$ cat config.mk
export PLATFORM = sky130hd
export DESIGN_NAME = stepper_travel_calibrator
export DESIGN_NICKNAME = d
export VERILOG_FILES = /design/src/stc_pkg.sv /design/src/stepper_travel_calibrator.sv
export SDC_FILE = /design/constraint.sdc
export NUM_CORES = 1
export LEC_CHECK = 0
export BUFFER_PORTS_ARGS = -buffer_cell sky130_fd_sc_hd__buf_4
export CAP_MARGIN = 10
export CORE_ASPECT_RATIO = 1.1
export CORE_MARGIN = 3
export CORE_UTILIZATION = 64
export CTS_CLUSTER_DIAMETER = 60
export DETAILED_ROUTE_END_ITERATION = 7
export PLACE_DENSITY = 0.82
export SKIP_LAST_GASP = 1
export SYNTH_ARGS = -nofsm -noshare
export SYNTH_HDL_FRONTEND = slang
export SYNTH_SLANG_ARGS = --single-unit
$ cat constraint.sdc
create_clock -name aclk -period 8 [get_ports aclk]
set_input_delay 1.2 -clock aclk [delete_from_list [all_inputs] [get_ports aclk]]
set_output_delay 1.2 -clock aclk [all_outputs]
set_load 0.05 [all_outputs]
$ cat src/stc_pkg.sv
package stc_pkg;

    localparam int SUM_W     = 19;
    localparam int COUNT_W   = 16;
    localparam int OVER_W    = 8;
    localparam int CFG_IDX_W = 2;
    localparam int CFG_DATA_W = 16;

    // register indexes
    localparam logic [CFG_IDX_W-1:0] CFG_STEP_LIMIT = 2'd0;
    localparam logic [CFG_IDX_W-1:0] CFG_OVERSHOOT  = 2'd1;

    // step direction codes
    localparam logic [1:0] DIR_NONE = 2'd0;
    localparam logic [1:0] DIR_UP   = 2'd1;
    localparam logic [1:0] DIR_DOWN = 2'd2;

    // status codes
    localparam logic [2:0] STAT_IDLE   = 3'd0;
    localparam logic [2:0] STAT_BUSY   = 3'd1;
    localparam logic [2:0] STAT_DONE   = 3'd2;
    localparam logic [2:0] STAT_TOPERR = 3'd3;
    localparam logic [2:0] STAT_BOTERR = 3'd4;

    localparam logic [COUNT_W-1:0] STEP_LIMIT_RESET = 16'd20000;
    localparam logic [OVER_W-1:0]  OVERSHOOT_RESET  = 8'd20;

    typedef struct packed {
        logic start_request;
        logic top_hit;
        logic bottom_hit;
    } tick_in_t;

    typedef struct packed {
        logic [1:0]         step_dir;
        logic [2:0]         phase;
        logic [2:0]         status;
        logic               calibrated;
        logic [COUNT_W-1:0] average_count;
    } tick_out_t;

endpackage

$ cat src/stepper_travel_calibrator.sv
// channel   ports                          transfer
// -------   ----------------------------   -------------------------------------
// input     s_valid, s_ready, s_data       one step tick per transfer
// result    m_valid, m_ready, m_data       one result per input tick, in order
// config    cfg_wen, cfg_index, cfg_wdata  register write on any edge with cfg_wen
//
// one tick per cycle while s_ready is high: the sequencer updates on the input
// transfer and its result is registered on the same edge
// an output register plus a skid register keep s_ready high while one result waits;
// s_ready drops only while both of them hold a result
// reset (aresetn, synchronous, active low) returns the sequencer to idle and empties
// the output stage; register defaults are step limit 20000 and overshoot 20 steps
module stepper_travel_calibrator #(
    parameter int PHASES = 8,
    parameter int ROUNDS = 3
) (
    input  logic                                aclk,
    input  logic                                aresetn,
    input  logic                                s_valid,
    output logic                                s_ready,
    input  stc_pkg::tick_in_t                   s_data,
    output logic                                m_valid,
    input  logic                                m_ready,
    output stc_pkg::tick_out_t                  m_data,
    input  logic                                cfg_wen,
    input  logic [stc_pkg::CFG_IDX_W-1:0]       cfg_index,
    input  logic [stc_pkg::CFG_DATA_W-1:0]      cfg_wdata
);

    localparam logic [2:0] ST_IDLE   = 3'd0;
    localparam logic [2:0] ST_UP     = 3'd1;
    localparam logic [2:0] ST_DOWN   = 3'd2;
    localparam logic [2:0] ST_RETURN = 3'd3;
    localparam logic [2:0] ST_OVER   = 3'd4;
    localparam logic [2:0] ST_DONE   = 3'd5;
    localparam logic [2:0] ST_TOPERR = 3'd6;
    localparam logic [2:0] ST_BOTERR = 3'd7;

    localparam int SW = stc_pkg::SUM_W;
    localparam int CW = stc_pkg::COUNT_W;
    localparam int OW = stc_pkg::OVER_W;

    // reciprocal for exact floor division of a SW-bit sum by ROUNDS (up to 8)
    localparam int RECIP_SHIFT = SW + 3;
    localparam longint RECIP = ((64'd1 << RECIP_SHIFT) + ROUNDS - 1) / ROUNDS;
    localparam int RECIP_W = RECIP_SHIFT + 1;
    localparam int PROD_W = SW + RECIP_W;

    localparam logic [2:0] PHASE_LAST = 3'(PHASES - 1);
    localparam logic [2:0] ROUND_LAST = 3'(ROUNDS - 1);

    logic [CW-1:0] travel_limit_reg;
    logic [OW-1:0] overshoot_steps_reg;

    logic [2:0]    state_reg, state_next;
    logic [2:0]    phase_reg, phase_next;
    logic [CW-1:0] step_cnt_reg, step_cnt_next;
    logic [2:0]    round_reg, round_next;
    logic [SW-1:0] sum_reg, sum_next;
    logic [CW-1:0] avg_reg, avg_next;
    logic [OW-1:0] over_cnt_reg, over_cnt_next;
    logic          done_reg, done_next;
    logic [1:0]    dir;
    logic [2:0]    status;

    logic [2:0]    phase_up, phase_down;
    logic          step_limit;
    logic [PROD_W-1:0] avg_prod;

    stc_pkg::tick_out_t result;
    stc_pkg::tick_out_t out_reg, skid_reg;
    logic               out_valid_reg, skid_valid_reg;
    logic               in_xfer, out_xfer;

    assign in_xfer  = s_valid && s_ready;
    assign out_xfer = out_valid_reg && m_ready;
    assign s_ready  = !skid_valid_reg;
    assign m_valid  = out_valid_reg;
    assign m_data   = out_reg;

    always_ff @(posedge aclk) begin
        if (!aresetn) begin
            travel_limit_reg    <= stc_pkg::STEP_LIMIT_RESET;
            overshoot_steps_reg <= stc_pkg::OVERSHOOT_RESET;
        end else if (cfg_wen) begin
            unique case (cfg_index)
                stc_pkg::CFG_STEP_LIMIT: travel_limit_reg <= cfg_wdata;
                stc_pkg::CFG_OVERSHOOT:  overshoot_steps_reg <= cfg_wdata[OW-1:0];
                default: ;
            endcase
        end
    end

    assign phase_up   = (({1'b0, phase_reg} + 4'd1) >= 4'(PHASES)) ? 3'd0 : phase_reg + 3'd1;
    assign phase_down = ((phase_reg == 3'd0) || ({1'b0, phase_reg} >= 4'(PHASES)))
                        ? PHASE_LAST : phase_reg - 3'd1;
    assign step_limit = step_cnt_reg >= travel_limit_reg;
    assign avg_prod   = PROD_W'(sum_reg) * PROD_W'(RECIP);

    always_comb begin
        state_next    = state_reg;
        phase_next    = phase_reg;
        step_cnt_next = step_cnt_reg;
        round_next    = round_reg;
        sum_next      = sum_reg;
        avg_next      = avg_reg;
        over_cnt_next = over_cnt_reg;
        done_next     = done_reg;
        dir           = stc_pkg::DIR_NONE;

        unique case (state_reg)
            ST_UP: begin
                if (step_limit) begin
                    state_next = ST_TOPERR;
                end else if (s_data.top_hit) begin
                    step_cnt_next = '0;
                    state_next    = ST_DOWN;
                end else begin
                    phase_next    = phase_up;
                    dir           = stc_pkg::DIR_UP;
                    step_cnt_next = step_cnt_reg + 1'b1;
                end
            end
            ST_DOWN: begin
                if (step_limit) begin
                    state_next = ST_BOTERR;
                end else if (s_data.bottom_hit) begin
                    sum_next   = sum_reg + SW'(step_cnt_reg);
                    state_next = ST_RETURN;
                end else begin
                    phase_next    = phase_down;
                    dir           = stc_pkg::DIR_DOWN;
                    step_cnt_next = step_cnt_reg + 1'b1;
                end
            end
            ST_RETURN: begin
                if (s_data.top_hit) begin
                    if (round_reg >= ROUND_LAST) begin
                        avg_next      = avg_prod[RECIP_SHIFT +: CW];
                        over_cnt_next = '0;
                        state_next    = ST_OVER;
                    end else begin
                        round_next    = round_reg + 3'd1;
                        step_cnt_next = '0;
                        state_next    = ST_DOWN;
                    end
                end else begin
                    phase_next = phase_up;
                    dir        = stc_pkg::DIR_UP;
                end
            end
            ST_OVER: begin
                if (over_cnt_reg >= overshoot_steps_reg) begin
                    done_next  = 1'b1;
                    state_next = ST_DONE;
                end else begin
                    phase_next    = phase_up;
                    dir           = stc_pkg::DIR_UP;
                    over_cnt_next = over_cnt_reg + 1'b1;
                end
            end
            default: begin
                // resting states: idle, done and both errors
                if (s_data.start_request) begin
                    state_next    = ST_UP;
                    step_cnt_next = '0;
                    round_next    = '0;
                    sum_next      = '0;
                    over_cnt_next = '0;
                end
            end
        endcase

        unique case (state_next)
            ST_IDLE:   status = stc_pkg::STAT_IDLE;
            ST_DONE:   status = stc_pkg::STAT_DONE;
            ST_TOPERR: status = stc_pkg::STAT_TOPERR;
            ST_BOTERR: status = stc_pkg::STAT_BOTERR;
            default:   status = stc_pkg::STAT_BUSY;
        endcase

        result.step_dir      = dir;
        result.phase         = phase_next;
        result.status        = status;
        result.calibrated    = done_next;
        result.average_count = avg_next;
    end

    always_ff @(posedge aclk) begin
        if (!aresetn) begin
            state_reg    <= ST_IDLE;
            phase_reg    <= '0;
            step_cnt_reg <= '0;
            round_reg    <= '0;
            sum_reg      <= '0;
            avg_reg      <= '0;
            over_cnt_reg <= '0;
            done_reg     <= 1'b0;
        end else if (in_xfer) begin
            state_reg    <= state_next;
            phase_reg    <= phase_next;
            step_cnt_reg <= step_cnt_next;
            round_reg    <= round_next;
            sum_reg      <= sum_next;
            avg_reg      <= avg_next;
            over_cnt_reg <= over_cnt_next;
            done_reg     <= done_next;
        end
    end

    // output register with skid: a new result lands in the skid slot only when
    // the output register is full and not being drained
    always_ff @(posedge aclk) begin
        if (!aresetn) begin
            out_valid_reg  <= 1'b0;
            skid_valid_reg <= 1'b0;
        end else begin
            if (!out_valid_reg || out_xfer) begin
                out_valid_reg  <= skid_valid_reg || in_xfer;
                skid_valid_reg <= 1'b0;
            end else if (in_xfer) begin
                skid_valid_reg <= 1'b1;
            end
        end
    end

    always_ff @(posedge aclk) begin
        if (!out_valid_reg || out_xfer) begin
            out_reg <= skid_valid_reg ? skid_reg : result;
        end
        if (in_xfer && out_valid_reg && !out_xfer) begin
            skid_reg <= result;
        end
    end

    a_skid_needs_out: assert property (@(posedge aclk) disable iff (!aresetn)
        skid_valid_reg |-> out_valid_reg)
        else $error("skid register holds a result while the output register is empty");

    a_done_flag: assert property (@(posedge aclk) disable iff (!aresetn)
        (state_reg == ST_DONE) |-> done_reg)
        else $error("done state reached without the calibrated flag");

    a_round_range: assert property (@(posedge aclk) disable iff (!aresetn)
        round_reg <= ROUND_LAST)
        else $error("round index beyond the last round");

    a_step_dir_code: assert property (@(posedge aclk) disable iff (!aresetn)
        out_valid_reg |-> (out_reg.step_dir != 2'd3))
        else $error("invalid step direction in result");

endmodule

Word-level counts from Yosys, hierarchy flattened
Cells that the tools add are included.

word-level totals
  register bits = 145
  logic and storage cells = 132

cells by class
  add/subtract/negate cells = 7
  multipliers = 1
  magnitude comparators = 4
  equal/unequal tests = 16
  muxes and demuxes = 51
  bitwise logic cells = 5
  reduce and logical (&&, ||, !) cells = 26

operators by type and width
  kind                    count
  $mux 16                 10
  $pmux 16 s4             1
  $mux 19                 3
  $mux 3                  18
  $pmux 19 s2             1
  $mul 19x20->37 const B  1
  $pmux 3 s4              3
  $mux 8                  4
  $mux 25                 1
  $pmux 8 s3              1
  $add 19x16->19          1
  $add 16x1->16 const B   1
  $ge 16x16->1            1
  $ne 2x2->1 const B      8
  $eq 3x3->1 const B      4
  $reduce_and 5->1        2
  $add 8x1->8 const B     1
  $ge 8x8->1              1
  $pmux 2 s4              1
  $reduce_and 8->1        1
  $add 3x1->3 const B     2
  $eq 3x2->1 const B      2
  $logic_not 3->1         2
  $pmux 3 s2              1
  other kinds (20)        39

Longest topological paths before layout
  depth after elaboration = 7
  depth in mapped cells = 22

Worst setup path before layout
No wires, ideal clock.

  path kind = register to register
  start = register sum_reg[15]
  end = register out_reg, in the netlist m_data[9], data pin
  library setup time = 0.260 ns
  data arrival time = 5.756 ns
  required time = 7.740 ns
  slack = 1.984 ns
  cell stages (with the launch flop) = 22
  path buffers = 0
  cells stage by stage = dfxtp_1 -> ha_1 -> inv_1 -> fa_1 -> inv_1 -> fa_1 -> inv_1 -> fa_1 -> inv_1 -> fa_1 -> inv_1 -> fa_1 -> inv_1 -> ha_1 -> and3_1 -> and2_1 -> o21ai_1 -> and2b_1 -> o41ai_1 -> xnor2_1 -> o21ai_1 -> mux2_2

between the ends
  word-level cells in the longest chain between the ends = 5

RTL lines
  element                 RTL line                          text
  start, declared         stepper_travel_calibrator.sv:59   logic [SW-1:0] sum_reg, sum_next;
  start signal, assigned  stepper_travel_calibrator.sv:204  sum_reg <= sum_next;
  $mul 19x20->37          stepper_travel_calibrator.sv:98   assign avg_prod = PROD_W'(sum_reg) * PROD_W'(RECIP);
  $mux 16                 stepper_travel_calibrator.sv:138  if (round_reg >= ROUND_LAST) begin
  $mux 16                 stepper_travel_calibrator.sv:137  if (s_data.top_hit) begin
  $mux 16                 stepper_travel_calibrator.sv:111  unique case (state_reg)
  named net avg_next[9]   stepper_travel_calibrator.sv:60   logic [CW-1:0] avg_reg, avg_next;
  $mux 25                 stepper_travel_calibrator.sv:229  out_reg <= skid_valid_reg ? skid_reg : result;
  end signal, assigned    stepper_travel_calibrator.sv:229
  end, declared           stepper_travel_calibrator.sv:71   stc_pkg::tick_out_t out_reg, skid_reg;

The timed path passes the listed nets, and every way through them passes these cells.
A chain may end at the register's enable or synchronous reset.

Final worst setup path
Same ends and word-level chain as after synthesis.

==> impl_metrics.env <==
export IMPL_cts_max_path_buffers=2
export IMPL_nFillCells=1424
export IMPL_rsz0062_at_grt="no"
export IMPL_tightest_slew_ns=1.17
export IMPL_ys_flop_type="dfxtp_1"
export IMPL_hold_path_depth=2
export IMPL_grt_use_met2_pct=46.8
export IMPL_h_tree_depth=4
export IMPL_gr_total_overflow=0
export IMPL_final_util_pct=72.1
export IMPL_grt_busiest_layer="met2"
export IMPL_ys_warn_count=0
export IMPL_syn_to_final_growth_pct=9.24
export IMPL_slew_headroom_pct=21.7
export IMPL_switchingPower_uw=493
export IMPL_grt_antenna_before_repair=0
export IMPL_reg2reg_slack_ns=1.44
export IMPL_drive_gt1_share_pct=9.09
export IMPL_multiInputGateArea_um2=8350
export IMPL_hold_buffers=0
export IMPL_path_max_fanout=6
export IMPL_viasPerCell=5.91
export IMPL_finalSetupViolCount=0
export IMPL_period_share_pct=82.0
export IMPL_crit_type="reg -> reg"
export IMPL_switching_share_pct=27.7
export IMPL_firstDrtPassIters=5
export IMPL_pwr_share_seq_pct=45.0
export IMPL_ys_seq_area_share_pct=26.6
export IMPL_wl_per_cell_um=16.6
export IMPL_grt_pass1_vias=10300
export IMPL_cts_buffers=17
export IMPL_tns_ns=0
export IMPL_met1_usage_pct=34.9
export IMPL_critPathCaptureType="flip-flop"
export IMPL_peakVddDrop_mv=0.150
export IMPL_drc=0
export IMPL_r2r_end="m_data[9]"
export IMPL_crit_required_ns=8.18
export IMPL_io_pins=53
export IMPL_synth_top_area_cell="ha_1"
export IMPL_grt_total_usage_pct=26.8
export IMPL_hold_viol=0
export IMPL_grt_pass1_wl_mm=48.2
export IMPL_synth_edff_count=50
export IMPL_synth_top_area_share_pct=16.8
export IMPL_fmax_mhz=152
export IMPL_whs_ns=0.457
export IMPL_hold_class="reg -> reg"
export IMPL_crit_arrival_ns=6.74
export IMPL_synth_fp_nets=1689
export IMPL_insertion_delay_ns=0.44
export IMPL_rows=53
export IMPL_cts_tree="yes"
export IMPL_synth_area_leaders="ha_1, fa_1, dfxtp_1"
export IMPL_synth_seq_cells=145
export IMPL_synth_cell_type_count=74
export IMPL_outcome="completed"
export IMPL_dp_hpwl_mm=21.6
export IMPL_r2r_start="sum_reg[15]"
export IMPL_final_common_cell="inv_1"
export IMPL_start_kind="flip-flop"
export IMPL_p_per_area_nw_per_um2=128
export IMPL_fp_dieArea_um2=21700
export IMPL_hold_path_endpoint="travel_limit_reg[7]"
export IMPL_reg2regPathDepth=21
export IMPL_netlist_area_um2=12800
export IMPL_post_cts_buffers=0
export IMPL_clock_sinks=145
export IMPL_grt_max_degree=40
export IMPL_ant_nets=0
export IMPL_vias=9968
export IMPL_async_flop_share_pct=0
export IMPL_clk_pin_slew_ns=0.07
export IMPL_place_gp_congestion=0.904
export IMPL_numPortBuffers=52
export IMPL_clock_root_buffer="clkbuf_16"
export IMPL_post_route_min_period_ns=6.56
export IMPL_seqCellArea_um2=3400
export IMPL_layout_common_cells="inv_1, ha_1, nand2_1"
export IMPL_syn_avg_cell_area_um2=9.20
export IMPL_antenna_cells=0
export IMPL_combPwrFrac_pct=10.2
export IMPL_dieHeight_um=154
export IMPL_use_met3_pct=3.34
export IMPL_skew_ns=0.0170
export IMPL_routed_wl_mm=28.0
export IMPL_start_util_pct=66.0
export IMPL_core_area_um2=19400
export IMPL_synth_cells=1390
export IMPL_die_w_um=141
export IMPL_num_nets_final=1727
export IMPL_p_int_uw=1290
export IMPL_cap_viol_max_count=0
export IMPL_leakagePower_uw=0.00699
export IMPL_pwr_share_clk_pct=44.7
export IMPL_slew_violations=0
export IMPL_min_from="travel_limit_reg[7]"
export IMPL_drtIter0Drc=743
export IMPL_ctsResizeCount=0
[critical path, stage by stage, from the launching register on]
cell and delay (ns):
dfxtp_1 0.37, ha_1 0.35, inv_1 0.07, fa_1 0.49, inv_1 0.09, fa_1 0.67
inv_1 0.11, fa_1 0.54, inv_1 0.08, fa_1 0.55, inv_1 0.06, fa_1 0.53
inv_1 0.04, ha_1 0.36, and3_1 0.23, and2_1 0.15, o21ai_1 0.16, and2b_1 0.26
o41ai_1 0.58, xnor2_1 0.21, o21ai_1 0.12, mux2_2 0.29
[power by group through the flow]
| stage | Sequential (uW) | Combinational [uW] | Clock (uW) |
|---|---|---|---|
| 2_1_floorplan | 853 | 90.5 | 0 |
| 3_3_place_gp | 817 | 177 | 0 |
| 3_5_place_dp | 818 | 180 | 0 |
| 5_1_grt | 805 | 198 | 835 |
| 6_report | 802 | 182 | 797 |
| 4_1_cts | 802 | 182 | 802 |
[through the flow]
stage	worst slack, ns	instance area (um2)	power (uW)	instances
after floorplan	1.98	12800	944	1390
after global placement	1.68	13400	994	1656
after detailed placement	1.54	13400	999	1656
after CTS	1.43	14000	1790	1688
after global routing	1.01	14000	1840	1688
final	1.44	14000	1780	1688
[area by class of cell]
type | count | area share, %
tap | 247 | 2.21
clock buffer | 18 | 3.07
sequential | 145 | 24.4
timing repair buffer | 59 | 3.17
clock inverter | 14 | 1.07
multi-input combinational | 969 | 59.8
inverter | 236 | 6.34
[kinds of logic after synthesis]
| group | Yosys count | synth area share, % |
|---|---|---|
| muxes | 25 | 2.11 |
| AOI/OAI and AO/OA | 265 | 13.7 |
| adders and majority gates | 273 | 32.6 |
| and+or+nand+nor | 355 | 13.2 |
| buffers and inverters | 276 | 8.19 |
| DFF | 145 | 26.6 |
| xor gates and xnor gates | 51 | 3.49 |
[layer usage]
metal	part of all wire (%)	vias to the layer above
met3	4.9	61
met4	2.4	0
met5	0	-
li1	-	4796
met1	43	4785
met2	50	326
[worst max path at each step]
stage	from	end	slack [ns]	depth (start not counted)
final	sum_reg[15]	m_data[9]	1.44	21
after CTS	sum_reg[15]	m_data[9]	1.43	21
after detailed placement	sum_reg[15]	m_data[9]	1.54	21
after floorplan	sum_reg[15]	m_data[9]	1.98	21
after global routing	sum_reg[16]	m_data[9]	1.01	21
after global placement	sum_reg[15]	m_data[9]	1.68	21
[synth_stat cells (all sizes together), types with 20 or more instances]
cell / instances
ha: 172
a21o: 24
inv: 236
a21oi: 81
nand4: 20
nand2: 120
clkbuf: 32
dfxtp: 95
xor2: 26
o21ai: 56
edfxtp: 50
fa: 101
nand3: 22
xnor2: 25
nor2: 90
No activity file was read; power rests on OpenSTA's default activity.
